===== src/rtl/pdp11pd_pkg.sv =====
// Types, mnemonic codes and the operand helper shared by the instruction predecoder.
package pdp11pd_pkg;

    localparam logic [5:0] MN_HALT       = 6'd0;
    localparam logic [5:0] MN_RTI        = 6'd1;
    localparam logic [5:0] MN_NOP        = 6'd2;
    localparam logic [5:0] MN_CLC        = 6'd3;
    localparam logic [5:0] MN_CLV        = 6'd4;
    localparam logic [5:0] MN_CLZ        = 6'd5;
    localparam logic [5:0] MN_CLN        = 6'd6;
    localparam logic [5:0] MN_CCC        = 6'd7;
    localparam logic [5:0] MN_SEC        = 6'd8;
    localparam logic [5:0] MN_SEV        = 6'd9;
    localparam logic [5:0] MN_SEZ        = 6'd10;
    localparam logic [5:0] MN_SEN        = 6'd11;
    localparam logic [5:0] MN_SCC        = 6'd12;
    localparam logic [5:0] MN_FLAG_OTHER = 6'd13;
    localparam logic [5:0] MN_RTS        = 6'd14;
    localparam logic [5:0] MN_MOV        = 6'd15;
    localparam logic [5:0] MN_CMP        = 6'd16;
    localparam logic [5:0] MN_BIT        = 6'd17;
    localparam logic [5:0] MN_BIC        = 6'd18;
    localparam logic [5:0] MN_BIS        = 6'd19;
    localparam logic [5:0] MN_ADD        = 6'd20;
    localparam logic [5:0] MN_SUB        = 6'd21;
    localparam logic [5:0] MN_JMP        = 6'd22;
    localparam logic [5:0] MN_SWAB       = 6'd23;
    localparam logic [5:0] MN_CLR        = 6'd24;
    localparam logic [5:0] MN_SOB        = 6'd36;
    localparam logic [5:0] MN_JSR        = 6'd37;
    localparam logic [5:0] MN_BR         = 6'd38;
    localparam logic [5:0] MN_BPL        = 6'd45;
    localparam logic [5:0] MN_EMT        = 6'd53;
    localparam logic [5:0] MN_TRAP       = 6'd54;
    localparam logic [5:0] MN_UNKNOWN    = 6'd55;

    localparam logic [2:0] MODE_AUTOINC     = 3'd2;
    localparam logic [2:0] MODE_AUTOINC_DEF = 3'd3;
    localparam logic [2:0] MODE_INDEX       = 3'd6;
    localparam logic [2:0] MODE_INDEX_DEF   = 3'd7;
    localparam logic [2:0] REG_PC           = 3'd7;

    typedef struct packed {
        logic [15:0] instr_word;
        logic [15:0] instr_addr;
        logic [15:0] next_word_a;
        logic [15:0] next_word_b;
    } instr_item_t;

    typedef struct packed {
        logic [5:0]  mnemonic;
        logic [2:0]  length_bytes;
        logic [1:0]  operand_count;
        logic [2:0]  src_mode;
        logic [2:0]  src_reg;
        logic [2:0]  dst_mode;
        logic [2:0]  dst_reg;
        logic [15:0] src_value;
        logic [15:0] dst_value;
        logic [2:0]  link_reg;
        logic [15:0] aux_value;
    } dec_rec_t;

    typedef struct packed {
        logic        ext;
        logic [15:0] value;
    } opnd_t;

    function automatic opnd_t operand_value(input logic [2:0] mode, input logic [2:0] rnum,
                                            input logic [15:0] ext_addr,
                                            input logic [15:0] word);
        opnd_t res;
        res = '0;
        if (mode == MODE_AUTOINC || mode == MODE_AUTOINC_DEF) begin
            if (rnum == REG_PC) begin
                res.ext   = 1'b1;
                res.value = word;
            end
        end
        else if (mode == MODE_INDEX || mode == MODE_INDEX_DEF) begin
            res.ext = 1'b1;
            if (rnum == REG_PC) begin
                res.value = ext_addr + 16'd2 + word;
            end
            else begin
                res.value = word;
            end
        end
        return res;
    endfunction

endpackage


===== src/rtl/pdp11pd_decode.sv =====
// Combinational decode of one registered instruction into its result record.
module pdp11pd_decode
    import pdp11pd_pkg::*;
(
    input  instr_item_t item,
    output dec_rec_t    rec
);

    logic [15:0] w;
    logic [15:0] addr;
    logic [15:0] pc_next;
    logic [9:0]  one_op;
    logic [7:0]  hi;
    logic        two_hit;
    logic [5:0]  two_mn;
    logic        one_hit;
    logic [5:0]  one_mn;
    logic        br_hit;
    logic [5:0]  br_mn;
    logic [15:0] dst_addr;
    opnd_t       src_op;
    opnd_t       dst_op;
    opnd_t       single_op;

    assign w       = item.instr_word;
    assign addr    = item.instr_addr;
    assign pc_next = addr + 16'd2;
    assign one_op  = w[15:6];
    assign hi      = w[15:8];

    always_comb
    begin
        two_hit = 1'b1;
        two_mn  = MN_MOV;
        case (w[15:12])
            4'o1:    two_mn = MN_MOV;
            4'o2:    two_mn = MN_CMP;
            4'o3:    two_mn = MN_BIT;
            4'o4:    two_mn = MN_BIC;
            4'o5:    two_mn = MN_BIS;
            4'o6:    two_mn = MN_ADD;
            4'hE:    two_mn = MN_SUB;
            default: two_hit = 1'b0;
        endcase
    end

    always_comb
    begin
        one_hit = 1'b1;
        one_mn  = MN_JMP;
        if (one_op == 10'o1) begin
            one_mn = MN_JMP;
        end
        else if (one_op == 10'o3) begin
            one_mn = MN_SWAB;
        end
        else if (one_op >= 10'o50 && one_op <= 10'o63) begin
            one_mn = MN_CLR + 6'(one_op - 10'o50);
        end
        else begin
            one_hit = 1'b0;
        end
    end

    always_comb
    begin
        br_hit = 1'b1;
        br_mn  = MN_BR;
        if (hi >= 8'o1 && hi <= 8'o7) begin
            br_mn = MN_BR + 6'(hi - 8'o1);
        end
        else if (hi >= 8'o200 && hi <= 8'o207) begin
            br_mn = MN_BPL + 6'(hi - 8'o200);
        end
        else begin
            br_hit = 1'b0;
        end
    end

    assign src_op    = operand_value(w[11:9], w[8:6], pc_next, item.next_word_a);
    assign dst_addr  = pc_next + (src_op.ext ? 16'd2 : 16'd0);
    assign dst_op    = operand_value(w[5:3], w[2:0], dst_addr,
                                     src_op.ext ? item.next_word_b : item.next_word_a);
    assign single_op = operand_value(w[5:3], w[2:0], pc_next, item.next_word_a);

    always_comb
    begin
        rec = '0;
        rec.length_bytes = 3'd2;
        if (w == 16'o0) begin
            rec.mnemonic = MN_HALT;
        end
        else if (w == 16'o2) begin
            rec.mnemonic = MN_RTI;
        end
        else if (w >= 16'o240 && w <= 16'o277) begin
            case (w[5:0])
                6'o40: rec.mnemonic = MN_NOP;
                6'o41: rec.mnemonic = MN_CLC;
                6'o42: rec.mnemonic = MN_CLV;
                6'o44: rec.mnemonic = MN_CLZ;
                6'o50: rec.mnemonic = MN_CLN;
                6'o57: rec.mnemonic = MN_CCC;
                6'o61: rec.mnemonic = MN_SEC;
                6'o62: rec.mnemonic = MN_SEV;
                6'o64: rec.mnemonic = MN_SEZ;
                6'o70: rec.mnemonic = MN_SEN;
                6'o77: rec.mnemonic = MN_SCC;
                default:
                begin
                    rec.mnemonic  = MN_FLAG_OTHER;
                    rec.aux_value = w;
                end
            endcase
        end
        else if ((w & 16'hFFF8) == 16'o200) begin
            rec.mnemonic = MN_RTS;
            rec.link_reg = w[2:0];
        end
        else if (two_hit) begin
            rec.mnemonic      = two_mn;
            rec.length_bytes  = 3'd2 + {1'b0, src_op.ext, 1'b0} + {1'b0, dst_op.ext, 1'b0};
            rec.operand_count = 2'd2;
            rec.src_mode      = w[11:9];
            rec.src_reg       = w[8:6];
            rec.dst_mode      = w[5:3];
            rec.dst_reg       = w[2:0];
            rec.src_value     = src_op.value;
            rec.dst_value     = dst_op.value;
        end
        else if (one_hit || (w & 16'hFE00) == 16'h0800) begin
            if (one_hit) begin
                rec.mnemonic = one_mn;
            end
            else begin
                rec.mnemonic = MN_JSR;
                rec.link_reg = w[8:6];
            end
            rec.length_bytes  = 3'd2 + {1'b0, single_op.ext, 1'b0};
            rec.operand_count = 2'd1;
            rec.dst_mode      = w[5:3];
            rec.dst_reg       = w[2:0];
            rec.dst_value     = single_op.value;
        end
        else if (w[15:9] == 7'o77) begin
            rec.mnemonic  = MN_SOB;
            rec.link_reg  = w[8:6];
            rec.aux_value = pc_next - {9'd0, w[5:0], 1'b0};
        end
        else if (br_hit) begin
            rec.mnemonic  = br_mn;
            rec.aux_value = pc_next + {{7{w[7]}}, w[7:0], 1'b0};
        end
        else if (hi == 8'o210) begin
            rec.mnemonic  = MN_EMT;
            rec.aux_value = {8'd0, w[7:0]};
        end
        else if (hi == 8'o211) begin
            rec.mnemonic  = MN_TRAP;
            rec.aux_value = {8'd0, w[7:0]};
        end
        else begin
            rec.mnemonic  = MN_UNKNOWN;
            rec.aux_value = w;
        end
    end

endmodule


===== src/rtl/pdp11_instruction_predecoder.sv =====
// Top level of the instruction predecoder: input register, decode and result register.
//
//   Channel   Handshake             Payload
//   input     in_valid / in_stall   instr_word, instr_addr, next_word_a, next_word_b
//   output    out_valid / out_stall mnemonic .. aux_value (one record per transaction)
//
// Each transaction is decoded in a single pass between the input and result registers,
// so a new transaction is accepted every cycle while in_stall is low.
// Reset clears both valid flags; no stored state carries between transactions.
// A stall on a valid output holds the result register and, once the input register is also
// full, raises in_stall in the same cycle.
module pdp11_instruction_predecoder
    import pdp11pd_pkg::*;
(
    input  logic        clk,
    input  logic        rst_n,
    input  logic        in_valid,
    output logic        in_stall,
    input  logic [15:0] instr_word,
    input  logic [15:0] instr_addr,
    input  logic [15:0] next_word_a,
    input  logic [15:0] next_word_b,
    output logic        out_valid,
    input  logic        out_stall,
    output logic [5:0]  mnemonic,
    output logic [2:0]  length_bytes,
    output logic [1:0]  operand_count,
    output logic [2:0]  src_mode,
    output logic [2:0]  src_reg,
    output logic [2:0]  dst_mode,
    output logic [2:0]  dst_reg,
    output logic [15:0] src_value,
    output logic [15:0] dst_value,
    output logic [2:0]  link_reg,
    output logic [15:0] aux_value
);

    instr_item_t item_reg;
    logic        in_valid_reg;
    logic        in_valid_next;
    dec_rec_t    rec_reg;
    logic        out_valid_reg;
    logic        out_valid_next;
    dec_rec_t    dec_rec;
    logic        out_adv;
    logic        in_load;

    pdp11pd_decode u_decode
    (
        .item (item_reg),
        .rec  (dec_rec)
    );

    assign out_adv        = !out_valid_reg || !out_stall;
    assign in_stall       = in_valid_reg && !out_adv;
    assign in_load        = in_valid && !in_stall;
    assign in_valid_next  = in_load || (in_valid_reg && !out_adv);
    assign out_valid_next = out_adv ? in_valid_reg : out_valid_reg;

    always_ff @(posedge clk or negedge rst_n)
    begin
        if (!rst_n) begin
            in_valid_reg  <= 1'b0;
            out_valid_reg <= 1'b0;
        end
        else begin
            in_valid_reg  <= in_valid_next;
            out_valid_reg <= out_valid_next;
        end
    end

    always_ff @(posedge clk)
    begin
        if (in_load) begin
            item_reg.instr_word  <= instr_word;
            item_reg.instr_addr  <= instr_addr;
            item_reg.next_word_a <= next_word_a;
            item_reg.next_word_b <= next_word_b;
        end
        if (out_adv && in_valid_reg) begin
            rec_reg <= dec_rec;
        end
    end

    assign out_valid     = out_valid_reg;
    assign mnemonic      = rec_reg.mnemonic;
    assign length_bytes  = rec_reg.length_bytes;
    assign operand_count = rec_reg.operand_count;
    assign src_mode      = rec_reg.src_mode;
    assign src_reg       = rec_reg.src_reg;
    assign dst_mode      = rec_reg.dst_mode;
    assign dst_reg       = rec_reg.dst_reg;
    assign src_value     = rec_reg.src_value;
    assign dst_value     = rec_reg.dst_value;
    assign link_reg      = rec_reg.link_reg;
    assign aux_value     = rec_reg.aux_value;

endmodule

===== config.mk =====
export PLATFORM = sky130hd
export DESIGN_NAME = pdp11_instruction_predecoder
export DESIGN_NICKNAME = d
export VERILOG_FILES = /design/src/rtl/pdp11pd_pkg.sv /design/src/rtl/pdp11pd_decode.sv /design/src/rtl/pdp11_instruction_predecoder.sv
export SDC_FILE = /design/constraint.sdc
export NUM_CORES = 1
export LEC_CHECK = 0
export BUFFER_PORTS_ARGS = -buffer_cell sky130_fd_sc_hd__clkbuf_2
export CORE_MARGIN = 2
export CORE_UTILIZATION = 36
export DETAILED_ROUTE_END_ITERATION = 8
export PLACE_DENSITY_LB_ADDON = 0.25
export SYNTH_ARGS = -nofsm -noshare
export SYNTH_HDL_FRONTEND = slang
export SYNTH_SLANG_ARGS = --single-unit

===== constraint.sdc =====
create_clock -name clk -period 5.7 [get_ports clk]
set_input_delay 0 -clock clk [delete_from_list [all_inputs] [get_ports clk]]
set_output_delay 0 -clock clk [all_outputs]
set_load 0.05 [all_outputs]

==> results_tabular.tex <==
\begin{tabular}{lr}
\hline
Metric & Value \\
\hline
\multicolumn{2}{l}{\textbf{STA}} \\
\quad Unrepaired setup endpoints after global routing & false \\
\quad Worst-Margin Slew & approximately 1.0 ns \\
\quad Endpoints failing setup & 0 \\
\quad Final TNS setup & 0 ns \\
\quad Worst slew margin relative to its limit & between 30\% and 40\% \\
\quad Smallest setup slack after layout & about 1.2 ns \\
\quad Count of pins over their slew limit & 0 \\
\quad Post-route clock period utilization & approximately 80\% \\
\quad Final worst path period need & 4.55 ns \\
\quad Worst hold slack & between 0.2 and 0.3 ns \\
\quad Total count of hold-check failures in the final report & 0 \\
\quad Clock Skew & 0.0194 ns \\
\quad Maximum clock frequency & approximately 0.22 GHz \\
\multicolumn{2}{l}{\textbf{Yosys}} \\
\quad Proportion of synthesized chip area in sequential cells & about two fifths \\
\quad Synthesis-stage register bit count & between 100 and 150 \\
\quad Most used flip-flop cell after synthesis & sky130\_fd\_sc\_hd\_\_edfxtp\_1 \\
\quad Count of mapped cells out of synthesis & between 900 and 1000 \\
\quad Mapped cell area & approximately 10000 um\^{}2 \\
\quad Number of warnings issued by yosys & 0 \\
\quad Fraction of registers with async set or reset after synthesis & 1.44\% \\
\quad Post-synth net total & about 1200 \\
\quad Yosys cell types & 83 \\
\quad Mean area per synthesized cell & roughly 10 um\^{}2 \\
\quad Number of enable-type register cells in the synthesized netlist & about 140 \\
\multicolumn{2}{l}{\textbf{Clock network}} \\
\quad Clock buffer count from CTS & 17 \\
\quad Resize count post-CTS & 0 \\
\quad Cell at the root of the clock tree & sky130\_fd\_sc\_hd\_\_clkbuf\_16 \\
\quad TritonCTS clock tree & built \\
\quad Count of clock tree sinks & between 100 and 150 \\
\quad Clock slew at reported path FFs & around 0.070 ns \\
\quad H-tree Lvls & 4 \\
\quad Post-CTS repair timing setup buffer count & 0 \\
\quad Maximum count of clock buffers along a single path & 2 \\
\quad Worst-skew pair later-pin latency & about 0.44 ns \\
\multicolumn{2}{l}{\textbf{Die}} \\
\quad Vert. Die Dim & roughly 170 um \\
\quad I/O pin count & about 140 \\
\quad Area of the die & 29200 um\^{}2 \\
\quad Effective utilization at floorplan & 36.3\% \\
\quad Die Wd & 171 um \\
\quad Number of standard-cell rows in the floorplan & between 60 and 70 \\
\quad CORE AREA & 27600 um\^{}2 \\
\multicolumn{2}{l}{\textbf{Min path}} \\
\quad HP Class & primary input to flip-flop \\
\quad Worst Hold Path EP & item\_reg[10] \\
\quad Worst Min Path Start & next\_word\_b[10] \\
\quad Hold path cells & 2 \\
\multicolumn{2}{l}{\textbf{Worst setup path}} \\
\quad Worst R2R End & dst\_value[15] \\
\quad Required time of the critical path & 5.88 ns \\
\quad CP delay by family, top & compound AO/OA/AOI/OAI gates \\
\quad Largest incremental delay on the critical path & 0.60 ns \\
\quad Highest fanout seen on the critical path & 29 \\
\quad Number of buffer and inverter instances along the worst setup path & 2 \\
\quad Register-to-Register Setup Slack & 1.15 ns \\
\quad Critical path capture point type & flip-flop \\
\quad Chain of cells forming the critical path & and3\_1 > buf\_4 > o21ai\_2 > buf\_4 > mux2\_2 > ha\_1 > ha\_1 > o211ai\_1 > a21oi\_1 > o211ai\_1 > a211oi\_1 > o21ai\_0 > o211ai\_1 > xor2\_1 > o311ai\_1 \\
\quad Reg2Reg Launch Point & item\_reg[54] \\
\quad R2r worst-path depth & 15 \\
\quad Kind of launch point of the worst setup path & flip-flop \\
\quad Most frequent cell on the critical path & sky130\_fd\_sc\_hd\_\_o211ai\_1 \\
\quad Arrival time at the worst endpoint & 4.72 ns \\
\quad Worst setup path class & flip-flop to flip-flop \\
\quad Cell with the biggest individual delay on the critical path & sky130\_fd\_sc\_hd\_\_edfxtp\_1 \\
\multicolumn{2}{l}{\textbf{Global route}} \\
\quad Number of global-route vias before repair & about 8300 \\
\quad Largest net degree at the start of global routing & between 70 and 80 \\
\quad Wire length of the first global-routing pass & between 40000 and 50000 um \\
\quad Initial antenna violation count & 0 \\
\quad Total track usage & 21.3\% \\
\quad Residual overflow from global routing & 0 \\
\multicolumn{2}{l}{\textbf{Place}} \\
\quad DPL Wire Length & approximately 22000 um \\
\quad Worst slack, placed & 1.16 ns \\
\quad Placer Congestion & just under 0.9 \\
\quad Port Buffers & roughly 140 \\
\multicolumn{2}{l}{\textbf{Final layout}} \\
\quad Core utilization of the finished layout & approximately 45\% \\
\quad Filler cell count in the final layout & between 2000 and 3000 \\
\quad Share of final-layout standard cells stronger than drive strength 1 & approximately a fifth \\
\quad Number of flip-flops under the largest register name & 64 \\
\quad Nets & 1365 \\
\quad N\_diodes & 0 \\
\quad Area grow syn2layout & 24.6\% \\
\multicolumn{2}{l}{\textbf{Drt}} \\
\quad Total wire length & around 31000 um \\
\quad Total iterations of the first detailed-routing run & 5 \\
\quad Initial DRC Count & approximately 800 \\
\quad DRC errors left & 0 \\
\quad Count of nets left with antenna violations after detail routing & 0 \\
\quad Via density per instance & 5.49 \\
\quad WL per Instance & a little under 20 um \\
\quad Vias post-DR & between 8000 and 9000 \\
\multicolumn{2}{l}{\textbf{Run status}} \\
\quad Status & completed \\
\multicolumn{2}{l}{\textbf{Power}} \\
\quad Total power divided by cell area & 281 nW/um\^{}2 \\
\quad Leakage power & approximately 5.0 nW \\
\quad Post-route total power & $\sim$3.5 mW \\
\quad Worst IR drop on VDD & between 0.15 and 0.2 mV \\
\multicolumn{2}{l}{\textbf{Run}} \\
\quad Max-Cap Viols & 0 \\
\hline
\end{tabular}
Yosys cell counts, types with 16 or more instances:
cell	n	area (um^2)
sky130_fd_sc_hd__a31oi_1	16	100
sky130_fd_sc_hd__a22oi_1	19	143
sky130_fd_sc_hd__xnor2_1	41	359
sky130_fd_sc_hd__edfxtp_1	137	4110
sky130_fd_sc_hd__o211ai_1	16	120
sky130_fd_sc_hd__ha_1	91	1140
sky130_fd_sc_hd__clkbuf_1	33	124
sky130_fd_sc_hd__o21ai_0	48	240
sky130_fd_sc_hd__nand3_1	30	150
sky130_fd_sc_hd__nand2b_1	17	106
sky130_fd_sc_hd__nand2_1	76	285
sky130_fd_sc_hd__nor3_1	29	145
sky130_fd_sc_hd__inv_1	40	150
sky130_fd_sc_hd__nor2_1	70	263
sky130_fd_sc_hd__a21oi_1	78	390
metal layers:
layer / track usage, % / share of wire [%]
met2: 32.1 / 44
met3: 4.37 / 7.5
met4: 7.66 / 2.3
met5: 0 / 0
met1: 30.3 / 46
final cells by class:
cell class	instances	area, um^2	area share (%)
multi-input combinational	772	5520	44.3
inverter	41	154	1.23
timing repair buffer	231	1550	12.4
clock inverter	15	186	1.49
sequential	139	4160	33.4
tap	378	473	3.79
clock buffer	17	425	3.41
repair_timing:
item / 4_1_cts / 5_1_grt
endpoints found under the setup margin: 0 / 0
hold endpoints to repair: 68 / 0
hold buffers: 69 / 0
stage by stage:
step / instance area [um^2] / instances
final: 12500 / 1593
after global placement: 11200 / 1492
after CTS: 12500 / 1593
after detailed placement: 11200 / 1492
after floorplan: 10000 / 998
after global routing: 12500 / 1593
power by group:
group	leakage, nW	internal [mW]	switching [mW]
combinational	3.38	0.369	0.652
sequential	1.36	1.22	0.0676
clock	0.299	0.697	0.503
kinds of logic (layout without fill, tap and decap cells):
kind of cell | Yosys count | after routing | share of synthesized area (%)
AND/OR/NAND/NOR | 306 | 306 | 15.7
AO/OA/AOI/OAI | 290 | 290 | 19.2
flip-flops | 139 | 139 | 41.6
adder cells (fa/ha/maj) | 95 | 95 | 12.2
buffers and inverters | 87 | 304 | 3.55
XOR/XNOR | 58 | 58 | 5.40
multiplexers | 22 | 22 | 2.39
other | 1 | 1 | 0.0374
worst max path at each step:
stage                  from            end  slack, ns  cells after the start
3_5_place_dp   item_reg[54]  dst_value[15]       1.16                     15
6_report       item_reg[54]  dst_value[15]       1.15                     15
3_3_place_gp   item_reg[54]  dst_value[15]       1.34                     15
2_1_floorplan     out_valid   aux_value[0]       1.14                      1
5_1_grt        item_reg[54]  dst_value[15]       0.83                     15
4_1_cts        item_reg[54]  dst_value[15]       1.17                     15
cells in the final DEF, fill, tap and decap left out, types with 16 or more instances in the layout:
master and instances:
sky130_fd_sc_hd__nand2b_1 17, sky130_fd_sc_hd__a31oi_1 16, sky130_fd_sc_hd__edfxtp_1 137, sky130_fd_sc_hd__o211ai_1 16, sky130_fd_sc_hd__buf_4 20, sky130_fd_sc_hd__a22oi_1 19
sky130_fd_sc_hd__a21oi_1 78, sky130_fd_sc_hd__nor3_1 29, sky130_fd_sc_hd__clkbuf_2 142, sky130_fd_sc_hd__nor2_1 69, sky130_fd_sc_hd__clkbuf_16 17, sky130_fd_sc_hd__o21ai_0 48
sky130_fd_sc_hd__ha_1 91, sky130_fd_sc_hd__xnor2_1 41, sky130_fd_sc_hd__inv_1 40, sky130_fd_sc_hd__nand2_1 76, sky130_fd_sc_hd__nand3_1 30, sky130_fd_sc_hd__dlygate4sd3_1 69
Note: power is estimated with default switching activity, not from simulation.
